[src/design/int8_matrix_multiply_assert.svh]
// Assertion macros for the int8 matrix multiply block.
// Expects clk_i and rst_ni in the scope of use; no other dependencies.
`ifndef INT8_MATRIX_MULTIPLY_ASSERT_SVH
`define INT8_MATRIX_MULTIPLY_ASSERT_SVH

// same-cycle implication, disabled in reset
`define IMM_ASSERT_IMP(lbl, ante, cons) \
  lbl: assert property (@(posedge clk_i) disable iff (!rst_ni) (ante) |-> (cons)) \
    else $error("imm: same-cycle check failed");

// next-cycle implication, disabled in reset
`define IMM_ASSERT_NXT(lbl, ante, cons) \
  lbl: assert property (@(posedge clk_i) disable iff (!rst_ni) (ante) |=> (cons)) \
    else $error("imm: next-cycle check failed");

`endif

[src/design/imm_pkg.sv]
// Shared types and constants for the int8 matrix multiply block.
// No dependencies; used by imm_seq and int8_matrix_multiply.
package imm_pkg;

  localparam int ELEM_W    = 8;
  localparam int SUM_W     = 32;
  localparam int IDX_W     = 6;
  localparam int CNT_W     = 7;
  localparam int CFG_W     = 9;
  localparam int CFG_IDX_W = 2;

  typedef enum logic [CFG_IDX_W-1:0] {
    CFG_INPUT_LENGTH  = 2'd0,
    CFG_OUTPUT_COUNT  = 2'd1,
    CFG_WEIGHT_LAYOUT = 2'd2
  } cfg_reg_e;

  typedef enum logic {
    OP_WEIGHT = 1'b0,
    OP_ACT    = 1'b1
  } op_e;

  typedef enum logic [1:0] {
    S_IDLE,
    S_RD,
    S_MAC
  } seq_state_e;

  typedef struct packed {
    logic             w_load;    // weight transaction writes the store
    logic             act_take;  // activation transaction latched
    logic             rd_issue;  // weight and accumulator reads issued
    logic             mac_en;    // read data valid, MAC step this cycle
    logic             row_end;   // MAC step belongs to the row's final element
    logic [IDX_W-1:0] j;         // output feature in process
    logic             j_last;    // j is the final output feature
  } ctrl_t;

endpackage

[src/design/imm_seq.sv]
// Sequencer: load position, activation position, weight addressing and
// the per-output read/MAC stepping. Depends on imm_pkg.
module imm_seq #(
  parameter int MAX_INPUTS  = 256,
  parameter int MAX_OUTPUTS = 64
) (
  input  logic                     clk_i,
  input  logic                     rst_ni,
  input  logic                     in_valid_i,
  input  logic                     op_i,
  output logic                     in_stall_o,
  input  logic                     cfg_clr_i,
  input  logic [$clog2(MAX_INPUTS+1)-1:0] eff_len_i,
  input  logic [imm_pkg::CNT_W-1:0] eff_cnt_i,
  input  logic                     layout_i,
  input  logic                     out_free_i,
  output imm_pkg::ctrl_t           ctrl_o,
  output logic [((MAX_INPUTS*MAX_OUTPUTS > 1) ? $clog2(MAX_INPUTS*MAX_OUTPUTS) : 1)-1:0]
                                   w_waddr_o,
  output logic [((MAX_INPUTS*MAX_OUTPUTS > 1) ? $clog2(MAX_INPUTS*MAX_OUTPUTS) : 1)-1:0]
                                   w_raddr_o
);

  localparam int STORE_DEPTH = MAX_INPUTS * MAX_OUTPUTS;
  localparam int SAW = (STORE_DEPTH > 1) ? $clog2(STORE_DEPTH) : 1;
  localparam int LW  = $clog2(MAX_INPUTS + 1);
  localparam int KW  = (MAX_INPUTS > 1) ? $clog2(MAX_INPUTS) : 1;
  localparam int XW  = SAW + 8;

  imm_pkg::seq_state_e state_q, state_d;
  logic [imm_pkg::IDX_W-1:0] j_q, j_d;
  logic [KW-1:0]  k_q, k_d;
  logic [SAW-1:0] base_q, base_d;   // k * cnt, start address for transposed layout
  logic [SAW-1:0] addr_q, addr_d;
  logic [SAW-1:0] p_q, p_d;
  logic           last_row_q, last_row_d;

  logic [XW-1:0]  total;
  logic [XW-1:0]  p_inc;
  logic [SAW-1:0] stride;
  logic           accept;
  logic           j_last;

  assign total  = XW'(eff_len_i) * XW'(eff_cnt_i);
  assign p_inc  = XW'(p_q) + XW'(1);
  assign stride = layout_i ? SAW'(1) : SAW'(eff_len_i);
  assign j_last = ({1'b0, j_q} == (eff_cnt_i - imm_pkg::CNT_W'(1)));

  assign in_stall_o = (state_q != imm_pkg::S_IDLE);
  assign accept     = in_valid_i && (state_q == imm_pkg::S_IDLE);
  assign w_waddr_o  = p_q;
  assign w_raddr_o  = addr_q;

  always_comb begin
    state_d    = state_q;
    j_d        = j_q;
    k_d        = k_q;
    base_d     = base_q;
    addr_d     = addr_q;
    p_d        = p_q;
    last_row_d = last_row_q;
    ctrl_o          = '0;
    ctrl_o.j        = j_q;
    ctrl_o.j_last   = j_last;
    ctrl_o.row_end  = last_row_q;

    case (state_q)
      imm_pkg::S_IDLE: begin
        if (accept && (imm_pkg::op_e'(op_i) == imm_pkg::OP_WEIGHT)) begin
          ctrl_o.w_load = 1'b1;
          p_d = (p_inc >= total) ? '0 : SAW'(p_inc);
        end else if (accept) begin
          ctrl_o.act_take = 1'b1;
          j_d        = '0;
          addr_d     = layout_i ? base_q : SAW'(k_q);
          last_row_d = (LW'(k_q) == (eff_len_i - LW'(1)));
          state_d    = imm_pkg::S_RD;
        end
      end
      imm_pkg::S_RD: begin
        // a row-final step writes the output register, so it must be free
        if (!last_row_q || out_free_i) begin
          ctrl_o.rd_issue = 1'b1;
          state_d = imm_pkg::S_MAC;
        end
      end
      imm_pkg::S_MAC: begin
        ctrl_o.mac_en = 1'b1;
        if (j_last) begin
          state_d = imm_pkg::S_IDLE;
          if (last_row_q) begin
            k_d    = '0;
            base_d = '0;
          end else begin
            k_d    = k_q + KW'(1);
            base_d = base_q + SAW'(eff_cnt_i);
          end
        end else begin
          j_d     = j_q + imm_pkg::IDX_W'(1);
          addr_d  = addr_q + stride;
          state_d = imm_pkg::S_RD;
        end
      end
      default: begin
        state_d = imm_pkg::S_IDLE;
      end
    endcase

    if (cfg_clr_i) begin
      k_d    = '0;
      base_d = '0;
      p_d    = '0;
    end
  end

  always_ff @(posedge clk_i or negedge rst_ni) begin
    if (!rst_ni) begin
      state_q    <= imm_pkg::S_IDLE;
      j_q        <= '0;
      k_q        <= '0;
      base_q     <= '0;
      addr_q     <= '0;
      p_q        <= '0;
      last_row_q <= 1'b0;
    end else begin
      state_q    <= state_d;
      j_q        <= j_d;
      k_q        <= k_d;
      base_q     <= base_d;
      addr_q     <= addr_d;
      p_q        <= p_d;
      last_row_q <= last_row_d;
    end
  end

endmodule

[config.mk]
export PLATFORM = sky130hd
export DESIGN_NAME = imm_seq
export DESIGN_NICKNAME = d
export VERILOG_FILES = /design/src/design/int8_matrix_multiply_assert.svh /design/src/design/imm_pkg.sv /design/src/design/imm_seq.sv
export SDC_FILE = /design/constraint.sdc
export NUM_CORES = 1
export LEC_CHECK = 0
export ABC_AREA = 1
export BUFFER_PORTS_ARGS = -buffer_cell sky130_fd_sc_hd__buf_2
export CAP_MARGIN = 20
export CORE_MARGIN = 2
export CORE_UTILIZATION = 62
export DETAILED_ROUTE_END_ITERATION = 7
export PLACE_DENSITY = 0.82
export SLEW_MARGIN = 10
export SYNTH_ARGS = -nofsm -noshare
export SYNTH_HDL_FRONTEND = slang
export SYNTH_SLANG_ARGS = --single-unit
export TNS_END_PERCENT = 100
[constraint.sdc]
create_clock -name clk_i -period 3.1 [get_ports clk_i]
set_input_delay 0 -clock clk_i [delete_from_list [all_inputs] [get_ports clk_i]]
set_output_delay 0 -clock clk_i [all_outputs]
set_load 0.03 [all_outputs]
# --- Word-level counts from Yosys, hierarchy flattened ---
# Index checks and enable logic that the tools add are counted.
# Widths: inputs -> output; s select.
word_totals:
  word_cells: 76
  input_bits: 23
  reg_bits: 59
  output_inout_bits: 41
classes:
  n_mul: 1
  add_sub_neg: 7
  n_mux: 34
  n_lt_le_gt_ge: 1
  n_reduce_logical: 16
  n_eq_ne: 8
  bitwise: 2
ops:
  columns: ["op", "count"]
  rows:
  - ["$mux 14", 12]
  - ["$mux 8", 4]
  - ["$pmux 14 s2", 1]
  - ["$mux 6", 3]
  - ["$ge 15x16->1", 1]
  - ["$mul 9x7->16", 1]
  - ["$add 14x1->15 const B", 1]
  - ["$add 14x7->14", 1]
  - ["$add 14x9->14", 1]
  - ["$pmux 6 s2", 1]
  - ["$reduce_bool 2->1", 6]
  - ["$eq 8x9->1", 1]
  - ["$mux 9", 1]
  - ["$sub 9x1->9 const B", 1]
  - ["$add 8x1->8 const B", 1]
  - ["$mux 2", 4]
  - ["$ne 2x2->1 const B", 4]
  - ["$eq 6x7->1", 1]
  - ["$mux 1", 7]
  - ["$sub 7x1->7 const B", 1]
  - ["$add 6x1->6 const B", 1]
  - ["$pmux 2 s3", 1]
  - ["$reduce_and 3->1", 2]
  - ["$reduce_and 2->1", 2]
  - ["other kinds (8)", 10]

# --- Depth between registers and ports, before layout ---
depth:
  depth_word: 6
  mapped_depth: 32
  depth_no_buf: 30

# --- Worst setup path before layout ---
# OpenSTA, ideal clock, no wires.
synth_path:
  kind: "in2reg"
  start: "in eff_len_i[0]"
  end: "reg p_q[10] (netlist: w_waddr_o[10])"
  setup_slack_ns: -1.867
  setup_time_ns: 0.117
  t_arrival_ns: 4.850
  t_required_ns: 2.983
  cell_stages: 30
  n_path_buf: 2
  path_cell_list: "clkbuf_1 > nand2_1 > fa_1 > fa_1 > inv_1 > fa_1 > inv_1 > fa_1 > inv_1 > ha_1 > nand2_1 > inv_1 > nand2_1 > nand3_1 > a21boi_0 > o21bai_1 > xor2_1 > ha_1 > nand2_1 > o21ai_0 > nand2_1 > nand2_1 > nand2_1 > nand2_1 > nand2_1 > nand2_1 > nand2_2 > buf_2 > nand3_1 > nand2_1"
synth_via:
  elab_chain_cells: 6
synth_rtl:
  columns: ["item", "line", "source"]
  rows:
  - ["from (decl)", "imm_seq.sv:13", "input logic [$clog2(MAX_INPUTS+1)-1:0] eff_len_i,"]
  - ["$mul 9x7->16", "imm_seq.sv:44", "assign total = XW'(eff_len_i) * XW'(eff_cnt_i);"]
  - ["$ge 15x16->1", "imm_seq.sv:71", "p_d = (p_inc >= total) ? '0 : SAW'(p_inc);"]
  - ["$mux 14", "imm_seq.sv:71", null]
  - ["$mux 14", "imm_seq.sv:69", "if (accept && (imm_pkg::op_e'(op_i) == imm_pkg::OP_WEIGHT)) begin"]
  - ["$mux 14", "imm_seq.sv:67", "case (state_q)"]
  - ["$mux 14", "imm_seq.sv:109", "if (cfg_clr_i) begin"]
  - ["to (signal assigned)", "imm_seq.sv:131", "p_q <= p_d;"]
  - ["to (decl)", "imm_seq.sv:35", "logic [SAW-1:0] p_q, p_d;"]
# Every way passes these cells. The select of a mux whose other input is x is not followed.
# A chain may end at the register's enable or synchronous reset.

# --- Worst setup path in the final report ---
layout_path:
  start: "in eff_cnt_i[3] in the netlist's numbering"
  end: "reg p_q[10] (netlist: w_waddr_o[10])"
layout_via:
  elab_chain_cells: 6
layout_rtl:
  columns: ["item", "line", "source"]
  rows:
  - ["from (decl)", "imm_seq.sv:14", "input logic [imm_pkg::CNT_W-1:0] eff_cnt_i,"]
  - ["$mul 9x7->16", "imm_seq.sv:44", null]
  - ["$ge 15x16->1", "imm_seq.sv:71", null]
  - ["$mux 14", "imm_seq.sv:71", null]
  - ["$mux 14", "imm_seq.sv:69", null]
  - ["$mux 14", "imm_seq.sv:67", null]
  - ["$mux 14", "imm_seq.sv:109", null]
# Every way passes these cells. The select of a mux whose other input is x is not followed.

==> implementation parameters <==
Parameter                              Value

STA
  Tmin final    4.31 ns
  Hold Slack    approximately 0.13 ns
  Tcrit/Tclk final    1.39
  Finish-stage setup viols    14
  Fin Clk Skew    0.00716 ns
  Max-slew violation count    0
  Tightest Pin Transition    just under 0.7 ns
  RSZ-0062 raised after global routing    true
  Post-route worst setup slack    -1.21 ns
  Achievable Freq    around 0.23 GHz
  Number of hold violations in the final report    0
  Slew HR    0.545

Final layout
  Area grow syn2layout    19.4%
  Final #Nets    approximately 1.3k
  Antenna diode count    0
  Layout cells sized above 1    0.180
  Post-route insts no fill    around 1.4k

Logic synthesis
  Sequential cell area fraction in the yosys report    0.199
  Register bit count reported by yosys    59
  Mapped Avg Cell Area    between 6 and 7 sq um
  Post-synthesis cell area    7420 sq um
  Fraction of the mapped netlist area in adder cells    0.215
  Synthesized net count    1232
  Simple-Gate Fraction of Synth Area    0.313
  Synthesized-area fraction occupied by xor and xnor cells    0.0636
  Gate Count Post-Synth    around 1.1k
  Portion of synthesized cell area occupied by the leading cell type    0.199
  Share of synthesized area spent on multiplexers    0.00135
  Combinational family with the most area after synthesis    simple AND/OR/NAND/NOR gates
  Library cell occupying the most area in the post-synthesis netlist    sky130_fd_sc_hd__dfrtp_1
  Complex-gate fraction of the synthesized area    0.0720
  Post-synth EDFFs    0
  Warning count from the yosys run    0
  Most used flip-flop cell after synthesis    sky130_fd_sc_hd__dfrtp_1
  Leading cell types by total area after synthesis    sky130_fd_sc_hd__dfrtp_1, sky130_fd_sc_hd__nand2_1, sky130_fd_sc_hd__ha_1
  FFs w/ async S/R, synth    1.00
  Synth cell types    43

Clock tree
  Number of buffers on the longest clock path    2
  Clock-pin slew on the worst setup and hold paths    approximately 0.05 ns
  CTS tree    yes
  Source-to-sink clock delay at the later pin of the worst-skew pair    0.34 ns
  H-tree levels    3
  Number of buffers created by CTS    9
  CTS Root Cell    sky130_fd_sc_hd__clkbuf_16
  Number of clock sinks    59

Placed design
  Dpl hpwl    14.9 mm
  Total placed cells including tap cells    1343
  Buffers added on ports    63
  Placement Setup Slack    -1.67 ns
  Final weighted congestion in routability-driven placement    0.953

Critical path
  Cell mode on critical path    sky130_fd_sc_hd__nand2_1
  FF-to-FF setup slack    roughly 0.26 ns
  Critical path class    in2reg
  Crit path max fanout    7
  Reg2reg path depth    20
  Terminus of the critical flop-to-flop path    w_waddr_o[10]
  CP peak stage delay    about 0.52 ns
  Data arrival time of the worst path    around 4.6 ns
  Nature of the critical path endpoint    flop
  Startpoint class of the critical path    primary input
  Data required time at the worst endpoint    3.37 ns
  Critical path's slowest cell    sky130_fd_sc_hd__fa_1
  R2R Path Start    w_waddr_o[0]

Die
  Full die area    approximately 13000 sq um
  Vertical extent of the die    approximately 110 um
  Core Footprint    11600 sq um
  IO Pins    64
  Initial standard-cell utilization of the core    0.641
  Site row count    39
  Floorplan die width    113 um

Drt
  Routed vias/inst    5.37
  Initial detailed-routing violation count    427
  Pre-antenna DRT Iters    6
  Post-DR wirelength/cell    about 14 um
  Routed via count    between 7k and 8k
  Residual antenna-violating net count after detailed routing    0
  Total length of routed wires    just under 20 mm
  DRC errors left    0

Power and ir drop
  Net switching power    about 2300 uW
  Switching fraction of total power    0.459
  Sequential share of power    0.197
  Power density normalized to cell area    561 nW/um^2
  Part of the total power dissipated in the clock network    0.181
  Peak supply drop    around 0.46 mV
  Comb pwr share    0.622
  Cell-internal power    2690 uW
  Leakage    0.00521 uW

Hold path
  Worst Hold Path EP    base_q[12]
  Number of stages on the worst hold path    4
  Worst min path class    in2reg
  Hold path startpoint    cfg_clr_i

Outcome
  Run status    finished, violations left
  Violated checks    negative setup slack

GRT
  Maximum number of pins on one net before global-route repair    33
  Wire length of the first global-routing pass    32.2 mm
  Gr ovfl total    0
  Number of antenna violations at the first check in global routing    0
  Number of global-route vias before repair    7111
  Overall global routing resource usage    0.311

Job
  Max_cap viols    0
==> critical path, delay by kind of cell <==
family / cells / cell delay [ns]
xor+xnor: 1 / 0.18
fa+ha+maj: 6 / 2.52
buf+inv: 6 / 0.34
compound gates: 4 / 0.49
simple gates: 14 / 1.05
==> sequential cells by signal (all words and copies together), names as in the netlist <==
signal      count
k_q             8
last_row_q      1
base_q         14
state_q         2
w_waddr_o      14
w_raddr_o      14
j_q             6
==> timing repair <==
action | 4_1_cts | 5_1_grt
resized for setup | 43 | 11
hold buffers | 2 | 0
cloned | 2 | 0
pin swaps | 21 | 7
setup buffers | 2 | 2
setup endpoints to repair | 14 | 14
endpoints found under the hold margin | 28 | 0
==> power groups by stage <==
stage          Sequential, uW  Clock (uW)  Combinational [uW]
4_1_cts                   973         917                3020
5_1_grt                   987         940                3450
3_3_place_gp              982           0                2810
2_1_floorplan            1070           0                1920
3_5_place_dp              984           0                2900
6_report                  978         899                3090
==> how the worst max path moves through the flow <==
stage	from	endpoint	slack (ns)	cells after the start
after floorplan	eff_len_i[3]	w_waddr_o[4]	-1.32	32
after global placement	eff_cnt_i[4]	w_waddr_o[7]	-1.51	29
after detailed placement	eff_len_i[3]	w_waddr_o[0]	-1.67	31
after CTS	eff_cnt_i[3]	w_waddr_o[10]	-1.14	31
after global routing	eff_len_i[1]	w_waddr_o[10]	-1.49	29
final	eff_cnt_i[3]	w_waddr_o[10]	-1.21	31
==> layer usage <==
metal,part of all wire,vias up,track usage
li1,-,3662,-
met1,0.40,3407,0.369
met2,0.51,212,0.558
met3,0.048,61,0.0455
met4,0.038,0,0.140
met5,0,-,0
==> area by class of cell <==
class | count | area, sq um
Clock buffer | 11 | 233
Tap cell | 143 | 179
Fill cell | 907 | 2710
Timing Repair Buffer | 143 | 1020
Multi-Input combinational cell | 800 | 5140
Clock inverter | 5 | 30.0
Sequential cell | 59 | 1480
Inverter | 206 | 773
==> placed cells by master, fill, tap and decap left out, types with 5 or more instances in the layout <==
master                      synthesis  routed
sky130_fd_sc_hd__nand3_1           93      80
sky130_fd_sc_hd__nor3_1            16      15
sky130_fd_sc_hd__a21oi_1           35      32
sky130_fd_sc_hd__fa_1              36      36
sky130_fd_sc_hd__ha_4               0       5
sky130_fd_sc_hd__clkbuf_16          0       9
sky130_fd_sc_hd__o21ai_2            9       9
sky130_fd_sc_hd__nand2_2            4      11
sky130_fd_sc_hd__inv_2              0       6
sky130_fd_sc_hd__nand4_1           13      13
sky130_fd_sc_hd__o21ai_0           29      27
sky130_fd_sc_hd__xor2_1            35      35
sky130_fd_sc_hd__dfrtp_1           59      59
sky130_fd_sc_hd__ha_1              70      65
sky130_fd_sc_hd__nand2_1          325     316
sky130_fd_sc_hd__buf_6              7       6
sky130_fd_sc_hd__nand3b_1           7       7
sky130_fd_sc_hd__xnor2_1           17      17
sky130_fd_sc_hd__nor2_1            76      75
sky130_fd_sc_hd__buf_4              6      78
sky130_fd_sc_hd__buf_2              7      53
sky130_fd_sc_hd__inv_1            206     200
sky130_fd_sc_hd__nand3_2            0      13
==> per-stage QoR <==
| stage | util | instance area, sq um | total power [uW] | setup TNS, ns |
|---|---|---|---|---|
| after floorplan | - | 7570 | 3000 | -18.05 |
| after global placement | 0.718 | 8310 | 3790 | -21.05 |
| after detailed placement | 0.718 | 8310 | 3880 | -23.25 |
| after CTS | 0.762 | 8810 | 4910 | -15.58 |
| after global routing | 0.766 | 8850 | 5370 | -20.41 |
| final | 0.766 | 8850 | 4970 | -16.62 |
==> kinds of logic after synthesis <==
logic type,after synthesis
multiplexers,1
XOR/XNOR,53
AND/OR/NAND/NOR,548
AO/OA/AOI/OAI,91
flip-flops,59
buffers and inverters,245
adder cells (fa/ha/maj),106
==> Yosys cell counts, types with 3 or more instances <==
cell and n:
sky130_fd_sc_hd__nand2_2 4, sky130_fd_sc_hd__nand3b_1 7, sky130_fd_sc_hd__nand2_1 325, sky130_fd_sc_hd__or2_2 3, sky130_fd_sc_hd__dfrtp_1 59, sky130_fd_sc_hd__ha_1 70
sky130_fd_sc_hd__o21bai_1 4, sky130_fd_sc_hd__fa_1 36, sky130_fd_sc_hd__buf_2 7, sky130_fd_sc_hd__nor3_1 16, sky130_fd_sc_hd__xor2_1 35, sky130_fd_sc_hd__xnor2_1 17
sky130_fd_sc_hd__a21oi_1 35, sky130_fd_sc_hd__clkbuf_1 17, sky130_fd_sc_hd__inv_1 206, sky130_fd_sc_hd__nor4_1 4, sky130_fd_sc_hd__nand4_1 13, sky130_fd_sc_hd__nand3_1 93
sky130_fd_sc_hd__o21ai_0 29, sky130_fd_sc_hd__o21ai_2 9, sky130_fd_sc_hd__buf_6 7, sky130_fd_sc_hd__buf_4 6, sky130_fd_sc_hd__nor2_1 76
No activity file was read; power rests on OpenSTA's default activity.
